[src/rtl/ascd_pkg.sv]
package ascd_pkg;

  localparam logic [3:0] PH_START    = 4'd0;
  localparam logic [3:0] PH_HDR_HI   = 4'd1;
  localparam logic [3:0] PH_OPCODE   = 4'd2;
  localparam logic [3:0] PH_PARAM    = 4'd3;
  localparam logic [3:0] PH_OPERANDS = 4'd4;
  localparam logic [3:0] PH_MANY     = 4'd5;
  localparam logic [3:0] PH_B7_HEAD  = 4'd6;
  localparam logic [3:0] PH_B7_GROUP = 4'd7;
  localparam logic [3:0] PH_B7_TAIL  = 4'd8;

  localparam logic [2:0] CL_HDR_LO  = 3'd0;
  localparam logic [2:0] CL_HDR_HI  = 3'd1;
  localparam logic [2:0] CL_OPCODE  = 3'd2;
  localparam logic [2:0] CL_PARAM   = 3'd3;
  localparam logic [2:0] CL_OPERAND = 3'd4;
  localparam logic [2:0] CL_TERM    = 3'd5;

  localparam logic [7:0] BYTE_FF      = 8'hFF;
  localparam logic [7:0] PARAM_END    = 8'h80;
  localparam logic [5:0] FUNC_MAX     = 6'h16;
  localparam logic [5:0] FUNC_NO_ARGS = 6'h02;
  localparam logic [2:0] B7_HEAD_LEN  = 3'd5;
  localparam logic [2:0] B6_OPERANDS  = 3'd2;
  localparam logic [1:0] GROUP_LAST   = 2'd3;

  localparam logic [5:0] FN_06 = 6'h06;
  localparam logic [5:0] FN_09 = 6'h09;
  localparam logic [5:0] FN_0B = 6'h0B;
  localparam logic [5:0] FN_0D = 6'h0D;
  localparam logic [5:0] FN_0E = 6'h0E;
  localparam logic [5:0] FN_0F = 6'h0F;
  localparam logic [5:0] FN_11 = 6'h11;
  localparam logic [5:0] FN_13 = 6'h13;
  localparam logic [5:0] FN_14 = 6'h14;
  localparam logic [5:0] FN_15 = 6'h15;
  localparam logic [5:0] FN_16 = 6'h16;

  typedef struct packed {
    logic [3:0] phase;
    logic [5:0] held_opcode;
    logic [2:0] bytes_left;
    logic [5:0] groups_left;
    logic [1:0] group_position;
    logic [7:0] header_low_byte;
    logic       first_block;
  } parse_state_t;

  typedef struct packed {
    logic [2:0]  byte_class;
    logic [15:0] anim_length;
    logic        bad_opcode;
    logic        anim_end;
    logic        stream_end;
  } result_t;

  localparam parse_state_t STATE_RESET = '{
    phase: PH_START, held_opcode: 6'd0, bytes_left: 3'd0, groups_left: 6'd0,
    group_position: 2'd0, header_low_byte: 8'd0, first_block: 1'b1
  };

  function automatic logic [1:0] tail_count(input logic [3:0] nib);
    tail_count = (nib >= 4'd3) ? 2'd3 : nib[1:0];
  endfunction

endpackage

[src/rtl/ascd_classify.sv]
module ascd_classify import ascd_pkg::*; (
  input  parse_state_t state,
  input  logic [7:0]   script_byte,
  input  logic         stream_start,
  input  logic         stream_mode,
  output parse_state_t state_next,
  output result_t      result
);

  always_comb begin
    parse_state_t s;
    result_t      r;
    logic [7:0]   b;
    logic [2:0]   n;
    logic [1:0]   tail;
    s = state;
    b = script_byte;
    n = 3'd0;
    tail = tail_count(b[3:0]);
    r.byte_class = CL_OPERAND;
    r.anim_length = 16'd0;
    r.bad_opcode = 1'b0;
    r.anim_end = 1'b0;
    r.stream_end = 1'b0;

    if (stream_start) begin
      s.phase = PH_START;
      s.first_block = 1'b1;
    end

    if (s.phase == PH_START && !(stream_mode && s.first_block)) begin
      r.byte_class = CL_HDR_LO;
      s.header_low_byte = b;
      s.phase = PH_HDR_HI;
    end else if (s.phase == PH_HDR_HI) begin
      if (!stream_mode && s.header_low_byte == BYTE_FF && b == BYTE_FF) begin
        r.byte_class = CL_TERM;
        r.stream_end = 1'b1;
        s.phase = PH_START;
        s.first_block = 1'b1;
      end else begin
        r.byte_class = CL_HDR_HI;
        r.anim_length = {b, s.header_low_byte};
        s.phase = PH_OPCODE;
      end
    end else if (s.phase == PH_START || s.phase == PH_OPCODE) begin
      r.byte_class = CL_OPCODE;
      s.phase = PH_OPCODE;
      if (b == BYTE_FF) begin
        r.byte_class = CL_TERM;
        r.anim_end = 1'b1;
        s.phase = PH_START;
        s.first_block = 1'b0;
      end else if (b[7]) begin
        s.groups_left = b[5:0];
        if (b[5:0] != 6'd0) begin
          s.bytes_left = B7_HEAD_LEN;
          s.phase = PH_B7_HEAD;
        end
      end else if (b[6]) begin
        s.bytes_left = B6_OPERANDS;
        s.phase = PH_OPERANDS;
      end else if (b[5:0] > FUNC_MAX) begin
        r.bad_opcode = 1'b1;
        r.anim_end = 1'b1;
        s.phase = PH_START;
        s.first_block = 1'b0;
      end else if (b[5:0] > FUNC_NO_ARGS) begin
        s.held_opcode = b[5:0];
        s.phase = PH_PARAM;
      end
    end else begin
      case (s.phase)
        PH_PARAM: begin
          r.byte_class = CL_PARAM;
          case (s.held_opcode)
            FN_06:        n = b[7] ? 3'd3 : 3'd2;
            FN_09:        n = 3'd1;
            FN_0D, FN_0E: n = (b != 8'd0) ? 3'd1 : 3'd0;
            FN_0F:        n = b[7] ? 3'd1 : 3'd2;
            FN_11:        n = {1'b0, tail};
            FN_13:        n = b[7] ? 3'd0 : 3'd1;
            FN_14:        n = 3'd4;
            FN_15:        n = 3'd1;
            default:      n = 3'd0;
          endcase
          if (s.held_opcode == FN_0B) begin
            s.groups_left = {2'd0, b[3:0]};
            s.phase = (b[3:0] != 4'd0) ? PH_MANY : PH_OPCODE;
          end else if (s.held_opcode == FN_16 && stream_mode && b == PARAM_END) begin
            r.anim_end = 1'b1;
            r.stream_end = 1'b1;
            s.phase = PH_START;
            s.first_block = 1'b1;
          end else begin
            s.bytes_left = n;
            s.phase = (n != 3'd0) ? PH_OPERANDS : PH_OPCODE;
          end
        end
        PH_OPERANDS: begin
          s.bytes_left = s.bytes_left - 3'd1;
          if (s.bytes_left == 3'd0) s.phase = PH_OPCODE;
        end
        PH_MANY: begin
          s.groups_left = s.groups_left - 6'd1;
          if (s.groups_left == 6'd0) s.phase = PH_OPCODE;
        end
        PH_B7_HEAD: begin
          s.bytes_left = s.bytes_left - 3'd1;
          if (s.bytes_left == 3'd0) begin
            s.group_position = 2'd0;
            s.phase = PH_B7_GROUP;
          end
        end
        PH_B7_GROUP: begin
          if (s.group_position < GROUP_LAST) begin
            s.group_position = s.group_position + 2'd1;
          end else begin
            s.group_position = 2'd0;
            s.bytes_left = {1'b0, tail};
            if (tail != 2'd0) begin
              s.phase = PH_B7_TAIL;
            end else begin
              s.groups_left = s.groups_left - 6'd1;
              s.phase = (s.groups_left == 6'd0) ? PH_OPCODE : PH_B7_GROUP;
            end
          end
        end
        PH_B7_TAIL: begin
          s.bytes_left = s.bytes_left - 3'd1;
          if (s.bytes_left == 3'd0) begin
            s.groups_left = s.groups_left - 6'd1;
            s.phase = (s.groups_left == 6'd0) ? PH_OPCODE : PH_B7_GROUP;
          end
        end
        default: begin
          s.phase = PH_START;
          s.first_block = 1'b1;
        end
      endcase
    end

    state_next = s;
    result = r;
  end

endmodule

[src/rtl/anim_script_command_delimiter.sv]
// an accepted beat is held in the input register, then classified into the result register when the output side is free
// throughput: one beat per cycle while out_ready does not stall the result register, parse state updated once per byte
// input register and result register decouple the two channels
// reset (rst, synchronous, active high): both registers empty, parser expects a
// header low byte or first opcode, stream_mode cleared to list mode
module anim_script_command_delimiter import ascd_pkg::*; (
  input  logic        clk,
  input  logic        rst,
  input  logic        cfg_valid,
  output logic        cfg_ready,
  input  logic        cfg_data,
  input  logic        in_valid,
  output logic        in_ready,
  input  logic [7:0]  script_byte,
  input  logic        stream_start,
  output logic        out_valid,
  input  logic        out_ready,
  output logic [2:0]  byte_class,
  output logic [15:0] anim_length,
  output logic        bad_opcode,
  output logic        anim_end,
  output logic        stream_end
);

  logic         stream_mode;
  logic         held_valid;
  logic [7:0]   held_byte;
  logic         held_start;
  parse_state_t state;
  parse_state_t state_next;
  result_t      result_next;
  result_t      result;
  logic         advance;

  assign cfg_ready = 1'b1;
  assign advance   = held_valid && (!out_valid || out_ready);
  assign in_ready  = !held_valid || advance;

  ascd_classify u_classify (
    .state        (state),
    .script_byte  (held_byte),
    .stream_start (held_start),
    .stream_mode  (stream_mode),
    .state_next   (state_next),
    .result       (result_next)
  );

  always_ff @(posedge clk) begin
    if (rst) begin
      stream_mode <= 1'b0;
      held_valid  <= 1'b0;
      out_valid   <= 1'b0;
      state       <= STATE_RESET;
    end else begin
      if (cfg_valid) stream_mode <= cfg_data;
      if (in_ready) held_valid <= in_valid;
      if (advance) begin
        out_valid <= 1'b1;
        state     <= state_next;
      end else if (out_ready) begin
        out_valid <= 1'b0;
      end
    end
  end

  always_ff @(posedge clk) begin
    if (in_valid && in_ready) begin
      held_byte  <= script_byte;
      held_start <= stream_start;
    end
    if (advance) result <= result_next;
  end

  assign byte_class  = result.byte_class;
  assign anim_length = result.anim_length;
  assign bad_opcode  = result.bad_opcode;
  assign anim_end    = result.anim_end;
  assign stream_end  = result.stream_end;

  a_bad_is_opcode: assert property (@(posedge clk) disable iff (rst)
    out_valid && bad_opcode |-> byte_class == CL_OPCODE && anim_end)
    else $error("bad opcode flag on a non-opcode beat");

  a_len_only_hdr: assert property (@(posedge clk) disable iff (rst)
    out_valid && anim_length != 16'd0 |-> byte_class == CL_HDR_HI)
    else $error("length reported outside a header high beat");

  a_end_restarts: assert property (@(posedge clk) disable iff (rst)
    advance && result_next.stream_end |=> state.phase == PH_START && state.first_block)
    else $error("parser did not restart after stream end");

  a_end_class: assert property (@(posedge clk) disable iff (rst)
    out_valid && stream_end |-> byte_class == CL_TERM || byte_class == CL_PARAM)
    else $error("stream end on an unexpected class");

  a_state_holds: assert property (@(posedge clk) disable iff (rst)
    !advance |=> $stable(state))
    else $error("parse state changed without a beat");

endmodule

[config.mk]
export PLATFORM = sky130hd
export DESIGN_NAME = anim_script_command_delimiter
export DESIGN_NICKNAME = d
export VERILOG_FILES = /design/src/rtl/ascd_pkg.sv /design/src/rtl/ascd_classify.sv /design/src/rtl/anim_script_command_delimiter.sv
export SDC_FILE = /design/constraint.sdc
export NUM_CORES = 1
export LEC_CHECK = 0
export BUFFER_PORTS_ARGS = -buffer_cell sky130_fd_sc_hd__buf_2
export CAP_MARGIN = 15
export CORE_MARGIN = 5
export CORE_UTILIZATION = 65
export DETAILED_ROUTE_END_ITERATION = 10
export GPL_TIMING_DRIVEN = 0
export PLACE_DENSITY = 0.93
export SLEW_MARGIN = 20
export SYNTH_ARGS = -nofsm -noshare
export SYNTH_HDL_FRONTEND = slang
export SYNTH_HIERARCHICAL = 1
export SYNTH_SLANG_ARGS = --single-unit
[constraint.sdc]
create_clock -name clk -period 4.1 [get_ports clk]
set_input_delay 0.615 -clock clk [delete_from_list [all_inputs] [get_ports clk]]
set_output_delay 0.615 -clock clk [all_outputs]
set_load 0.1 [all_outputs]
Yosys cells after proc, flatten, opt, wreduce, memory -nomap -nowiden
Index checks and enable logic that the tools add are counted.

Flip-flop bits (word level): 64. Bits in latches: 0. Bits in writable memories: 0. ROM bits: 0. Input port bits: 15. Output and inout port bits: 25. Logic and storage cells: 183. Memories: 0.

$add $sub $neg: 3. Multiply operators: 0. Div/mod/pow operators: 0. Magnitude comparators: 4. Equal/unequal tests: 33. Shifts and indexed selects: 0. Mux-type cells: 80. Bitwise operators: 7. Reductions and logical operators: 39.

Operator list (number): 2-to-1 mux 4 bit (16); 2-to-1 mux 3 bit (18); == test 6 x 4 -> 1 bit (second input constant) (5); == test 6 x 5 -> 1 bit (second input constant) (5); 2-to-1 mux 9 bit (3); == test 8 bit (second input constant) (3); 2-to-1 mux 6 bit (4); case mux 4 bit (6 select lines) (1); case mux 6 bit (4 select lines) (1); 2-to-1 mux 1 bit (23); case mux 3 bit (7 select lines) (1); AND reduction 10 bit (2); 2-to-1 mux 2 bit (9); == test 4 x 3 -> 1 bit (second input constant) (4); inequality test 3 x 2 -> 1 bit (second input constant) (4); case mux 3 bit (3 select lines) (1); AND reduction 9 bit (1); == test 4 x 2 -> 1 bit (second input constant) (2); logical AND 1 bit (8); nonzero test 4 bit (2); nonzero test 8 bit (1); 2-to-1 mux 7 bit (1); NOT 1 bit (7); == test 6 x 3 -> 1 bit (second input constant) (1); 30 further kinds (43).

Logic depth before layout (Yosys ltp)
Depth after elaboration: 15. Mapped depth: 10. Mapped depth without buffers: 10.

Cells and area by module
Netlist, hierarchy kept.

Modules (own cells, without submodules): anim_script_command_delimiter (times used 1, cells each 177, area an instance 2433.6 µm², seq. area each 1591.5 µm²); ascd_classify (times used 1, cells each 274, area an instance 1834.3 µm², seq. area each 0.0 µm²).

Worst setup path before layout
Ideal clock, no wire load.

Path kind: register to output. From: register out_valid. To: output port in_ready. Data arrival time: 1.821 ns. Required time: 3.485 ns. Path slack: 1.664 ns. Stages on the path, launching flop included: 3. Path buffers: 0. Cells stage by stage: dfxtp_1 nor2b_4 nand2_1.

Word-level cells in the longest chain between the ends: 4.

Ends and longest elaborated chain: from (decl) (line anim_script_command_delimiter.sv:16) `output logic out_valid,`; from (signal assigned) (line anim_script_command_delimiter.sv:52) `out_valid <= 1'b0;`; from (signal assigned) (line anim_script_command_delimiter.sv:58) `out_valid <= 1'b1;`; from (signal assigned) (line anim_script_command_delimiter.sv:61) `out_valid <= 1'b0;`; logical NOT 1 bit (line anim_script_command_delimiter.sv:36) `assign advance = held_valid && (!out_valid || out_ready);`; logical OR 1 bit (line anim_script_command_delimiter.sv:36); logical AND 1 bit (line anim_script_command_delimiter.sv:36); logical OR 1 bit (line anim_script_command_delimiter.sv:37) `assign in_ready = !held_valid || advance;`; to (decl) (line anim_script_command_delimiter.sv:13) `output logic in_ready,`.

No other way between the ends.

Worst setup path in the final report
From: register state[17] (netlist name). To: register state[13] (netlist name).

Word-level cells in the longest chain between the ends: 4.

Ends and longest elaborated chain: subtractor 3 x 1 -> 3 bit (line ascd_classify.sv:130) `s.bytes_left = s.bytes_left - 3'd1;`; logical NOT 3 bit (line ascd_classify.sv:131) `if (s.bytes_left == 3'd0) begin`; inequality test 3 x 1 -> 1 bit (no line); AND reduction 10 bit (no line).

No other way between the ends. A chain may end at the register's enable or synchronous reset.

==> results.sh <==
export IMPL_status="finished clean"
export IMPL_wirelength_um=11120
export IMPL_rsz0062_at_grt="false"
export IMPL_min_period_over_period_pct=64.84
export IMPL_die_h_um=91.03
export IMPL_worstSkewPairLatency_ns=0.35
export IMPL_ys_top_cells_by_count="66 x nand2b_1, 33 x dfxtp_1, 31 x edfxtp_1, 31 x mux2i_1, 27 x nor2_1"
export IMPL_synthCells=451
export IMPL_area_delta_synth_final_pct=10.99
export IMPL_wire_per_inst_um=19.14
export IMPL_final_cell_area_sq_um=4737
export IMPL_cpPeakStageDelay_ns=0.44
export IMPL_numCtsBuffers=9
export IMPL_dp_hpwl_um=8094
export IMPL_r2r_start="state[17]"
export IMPL_final_fill_count=469
export IMPL_crit_path_start="state[17]"
export IMPL_finalMaxSlewViolations=0
export IMPL_grt_pass1_wl_um=17980
export IMPL_via_per_inst=6.373
export IMPL_ys_seq_area_share_pct=37.29
export IMPL_placed_cell_area_sq_um=4549
export IMPL_slowest_stage="a2111oi_4"
export IMPL_crit_arrival_ns=2.89
export IMPL_final_util_pct=74.18
export IMPL_slew_headroom_pct=47.63
export IMPL_finalClockSkew_ns=0.01369
export IMPL_worst_path_stages=10
export IMPL_drv_cap=0
export IMPL_die_w_um=91.03
export IMPL_clk_pin_slew_ns=0.07
export IMPL_synth_edf_count=31
export IMPL_path_cells="inv_1 -> ha_1 -> xnor2_1 -> nand2_1 -> a2111oi_4 -> nand2_1 -> a21o_1 -> a221o_1 -> nand2b_1 -> mux2i_1"
export IMPL_clockBufferDepth=2
export IMPL_crit_family="compound AO/OA/AOI/OAI gates"
export IMPL_min_period_ns=2.659
export IMPL_cpMostUsedCell="nand2_1"
export IMPL_critPathBufInv=1
export IMPL_crit_type="flop to flop"
export IMPL_yosys_area_top_type_share_pct=21.81
export IMPL_grt_start_max_net_pins=32
export IMPL_ys_flop_type="dfxtp_1"
export IMPL_fin_setup_tns_ns=0
export IMPL_root_buffer="clkbuf_8"
export IMPL_final_hold_viol_count=0
export IMPL_post_cts_buffers=0
export IMPL_min_path_cells=1
export IMPL_grt_use_total_pct=26.99
export IMPL_power_density_nw_per_um2=323.6
export IMPL_cp_end_kind="flop"
export IMPL_drc_errors=0
export IMPL_worstHoldStart="script_byte[4]"
export IMPL_synth_seq_cells=64
export IMPL_syn_nets=471
export IMPL_cts_sinks=64
export IMPL_ys_top_cells_by_area="edfxtp_1 22%, dfxtp_1 15%, nand2b_1 9.7%, mux2i_1 7.3%, and2_1 2.8%"
export IMPL_drt_initial_drc_count=361
export IMPL_rows=29
export IMPL_ir_drop_v=0.0003417
export IMPL_max_freq_ghz=0.3761
export IMPL_worst_slack_ns=1.441
export IMPL_async_reset_ff_share_pct=0
export IMPL_drive_gt1_share_pct=19.05
export IMPL_synth_area_sq_um=4268
export IMPL_worstSetupStartpointType="flop"
export IMPL_post_synth_top_count_cell="nand2b_1"
export IMPL_antenna_found_initial=0
export IMPL_ff2ff_path_depth=10
export IMPL_crit_required_ns=4.33
export IMPL_path_max_fanout=5
export IMPL_total_power_mw=1.533
export IMPL_ys_types=75
export IMPL_coreArea_sq_um=6386
export IMPL_io_buffer_count=37
export IMPL_firstDrtPassIters=6
export IMPL_grt_overflow=0
export IMPL_dieArea_sq_um=8286
export IMPL_r2r_slack_ns=1.44
export IMPL_place_gp_congestion=0.9441
export IMPL_final_setup_viol_count=0
export IMPL_cts_resized=0
export IMPL_grt_pass1_vias=3548
export IMPL_hold_buffers=0
export IMPL_ys_warnings_count=6
export IMPL_cts_tree="done"
export IMPL_syn_area_per_cell_sq_um=9.463
export IMPL_place_ws_ns=1.503
export IMPL_ios=40
export IMPL_hold_class="input port to flop"
export IMPL_vias=3703
export IMPL_ant_nets=0
export IMPL_n_antenna_cell=0
export IMPL_start_util_pct=66.83
export IMPL_yosysTopAreaCell="edfxtp_1"
export IMPL_htreeDepth=3
export IMPL_nets=519
export IMPL_leakagePower_nw=1.693
export IMPL_tightest_slew_ns=0.7856
layer usage:
metal	track usage (%)	vias up	routed length, um
met5	0	-	0
met4	13.20	0	447
met3	5.785	39	1011
met2	42.91	212	5142
met1	34.81	1710	4518
li1	-	1742	-
cell type report:
cell class / count / area [sq um] / share of cell area (%)
Inverter: 10 / 37.54 / 0.7924
Clock buffer: 10 / 127.6 / 2.694
Multi-Input combinational cell: 347 / 2442 / 51.56
Buffer: 30 / 196.4 / 4.147
Sequential cell: 64 / 1592 / 33.60
Tap cell: 77 / 96.34 / 2.034
Clock inverter: 6 / 60.06 / 1.268
Timing Repair Buffer: 37 / 185.2 / 3.909
worst reg2reg max path, stage by stage, from the launching register on:
cell and delay, ns:
dfxtp_1 0.43, inv_1 0.11, ha_1 0.23, xnor2_1 0.30, nand2_1 0.21, a2111oi_4 0.44, nand2_1 0.13, a21o_1 0.22
a221o_1 0.35, nand2b_1 0.07, mux2i_1 0.06
placed cells by master (no fill, tap or decap), types with 5 or more instances in the layout:
| cell | instances |
|---|---|
| o21ai_1 | 6 |
| and2_1 | 19 |
| buf_2 | 47 |
| nor4_1 | 5 |
| dfxtp_1 | 33 |
| nor3b_1 | 5 |
| nor2_1 | 27 |
| mux2_1 | 5 |
| nand3_1 | 8 |
| clkbuf_8 | 9 |
| o211ai_1 | 5 |
| o21ai_0 | 15 |
| o221ai_1 | 5 |
| edfxtp_1 | 31 |
| inv_1 | 10 |
| nand2b_1 | 66 |
| nand2_1 | 23 |
| mux2_2 | 8 |
| clkbuf_1 | 14 |
| mux2i_1 | 31 |
| a21oi_1 | 23 |
| ha_1 | 5 |
| nor3_1 | 15 |
report_power, final:
group | internal (mW) | switching [mW]
combinational | 0.0920 | 0.198
clock | 0.278 | 0.248
sequential | 0.695 | 0.0225
total | 1.06 | 0.468
cell families after synthesis:
group | count (synthesis) | synth area share [%]
AND/OR/NAND/NOR | 204 | 29.55
AO/OA/AOI/OAI | 89 | 14.60
flip-flops | 64 | 37.29
multiplexers | 44 | 10.70
buffers and inverters | 40 | 5.482
adder cells (fa/ha/maj) | 5 | 1.466
XOR/XNOR | 4 | 0.8210
other | 1 | 0.08787
registers in the layout (all words and copies together), names as in the netlist:
register     flops
state           30
anim_length     16
held_byte        8
byte_class       3
anim_end         1
bad_opcode       1
held_start       1
held_valid       1
out_valid        1
stream_end       1
stream_mode      1
metrics by stage:
stage | instances | hold slack, ns
2_1_floorplan | 451 | 0.4457
3_3_place_gp | 565 | 0.4568
3_5_place_dp | 565 | 0.4816
4_1_cts | 581 | 0.4370
5_1_grt | 581 | 0.4250
6_report | 581 | 0.4472
path summary, 6_finish.rpt:
check	endpoint
max reg2reg	state[13]
max	state[13]
min	held_byte[4]
min reg2reg	state[20]
Power figures use the tool's default switching activity.
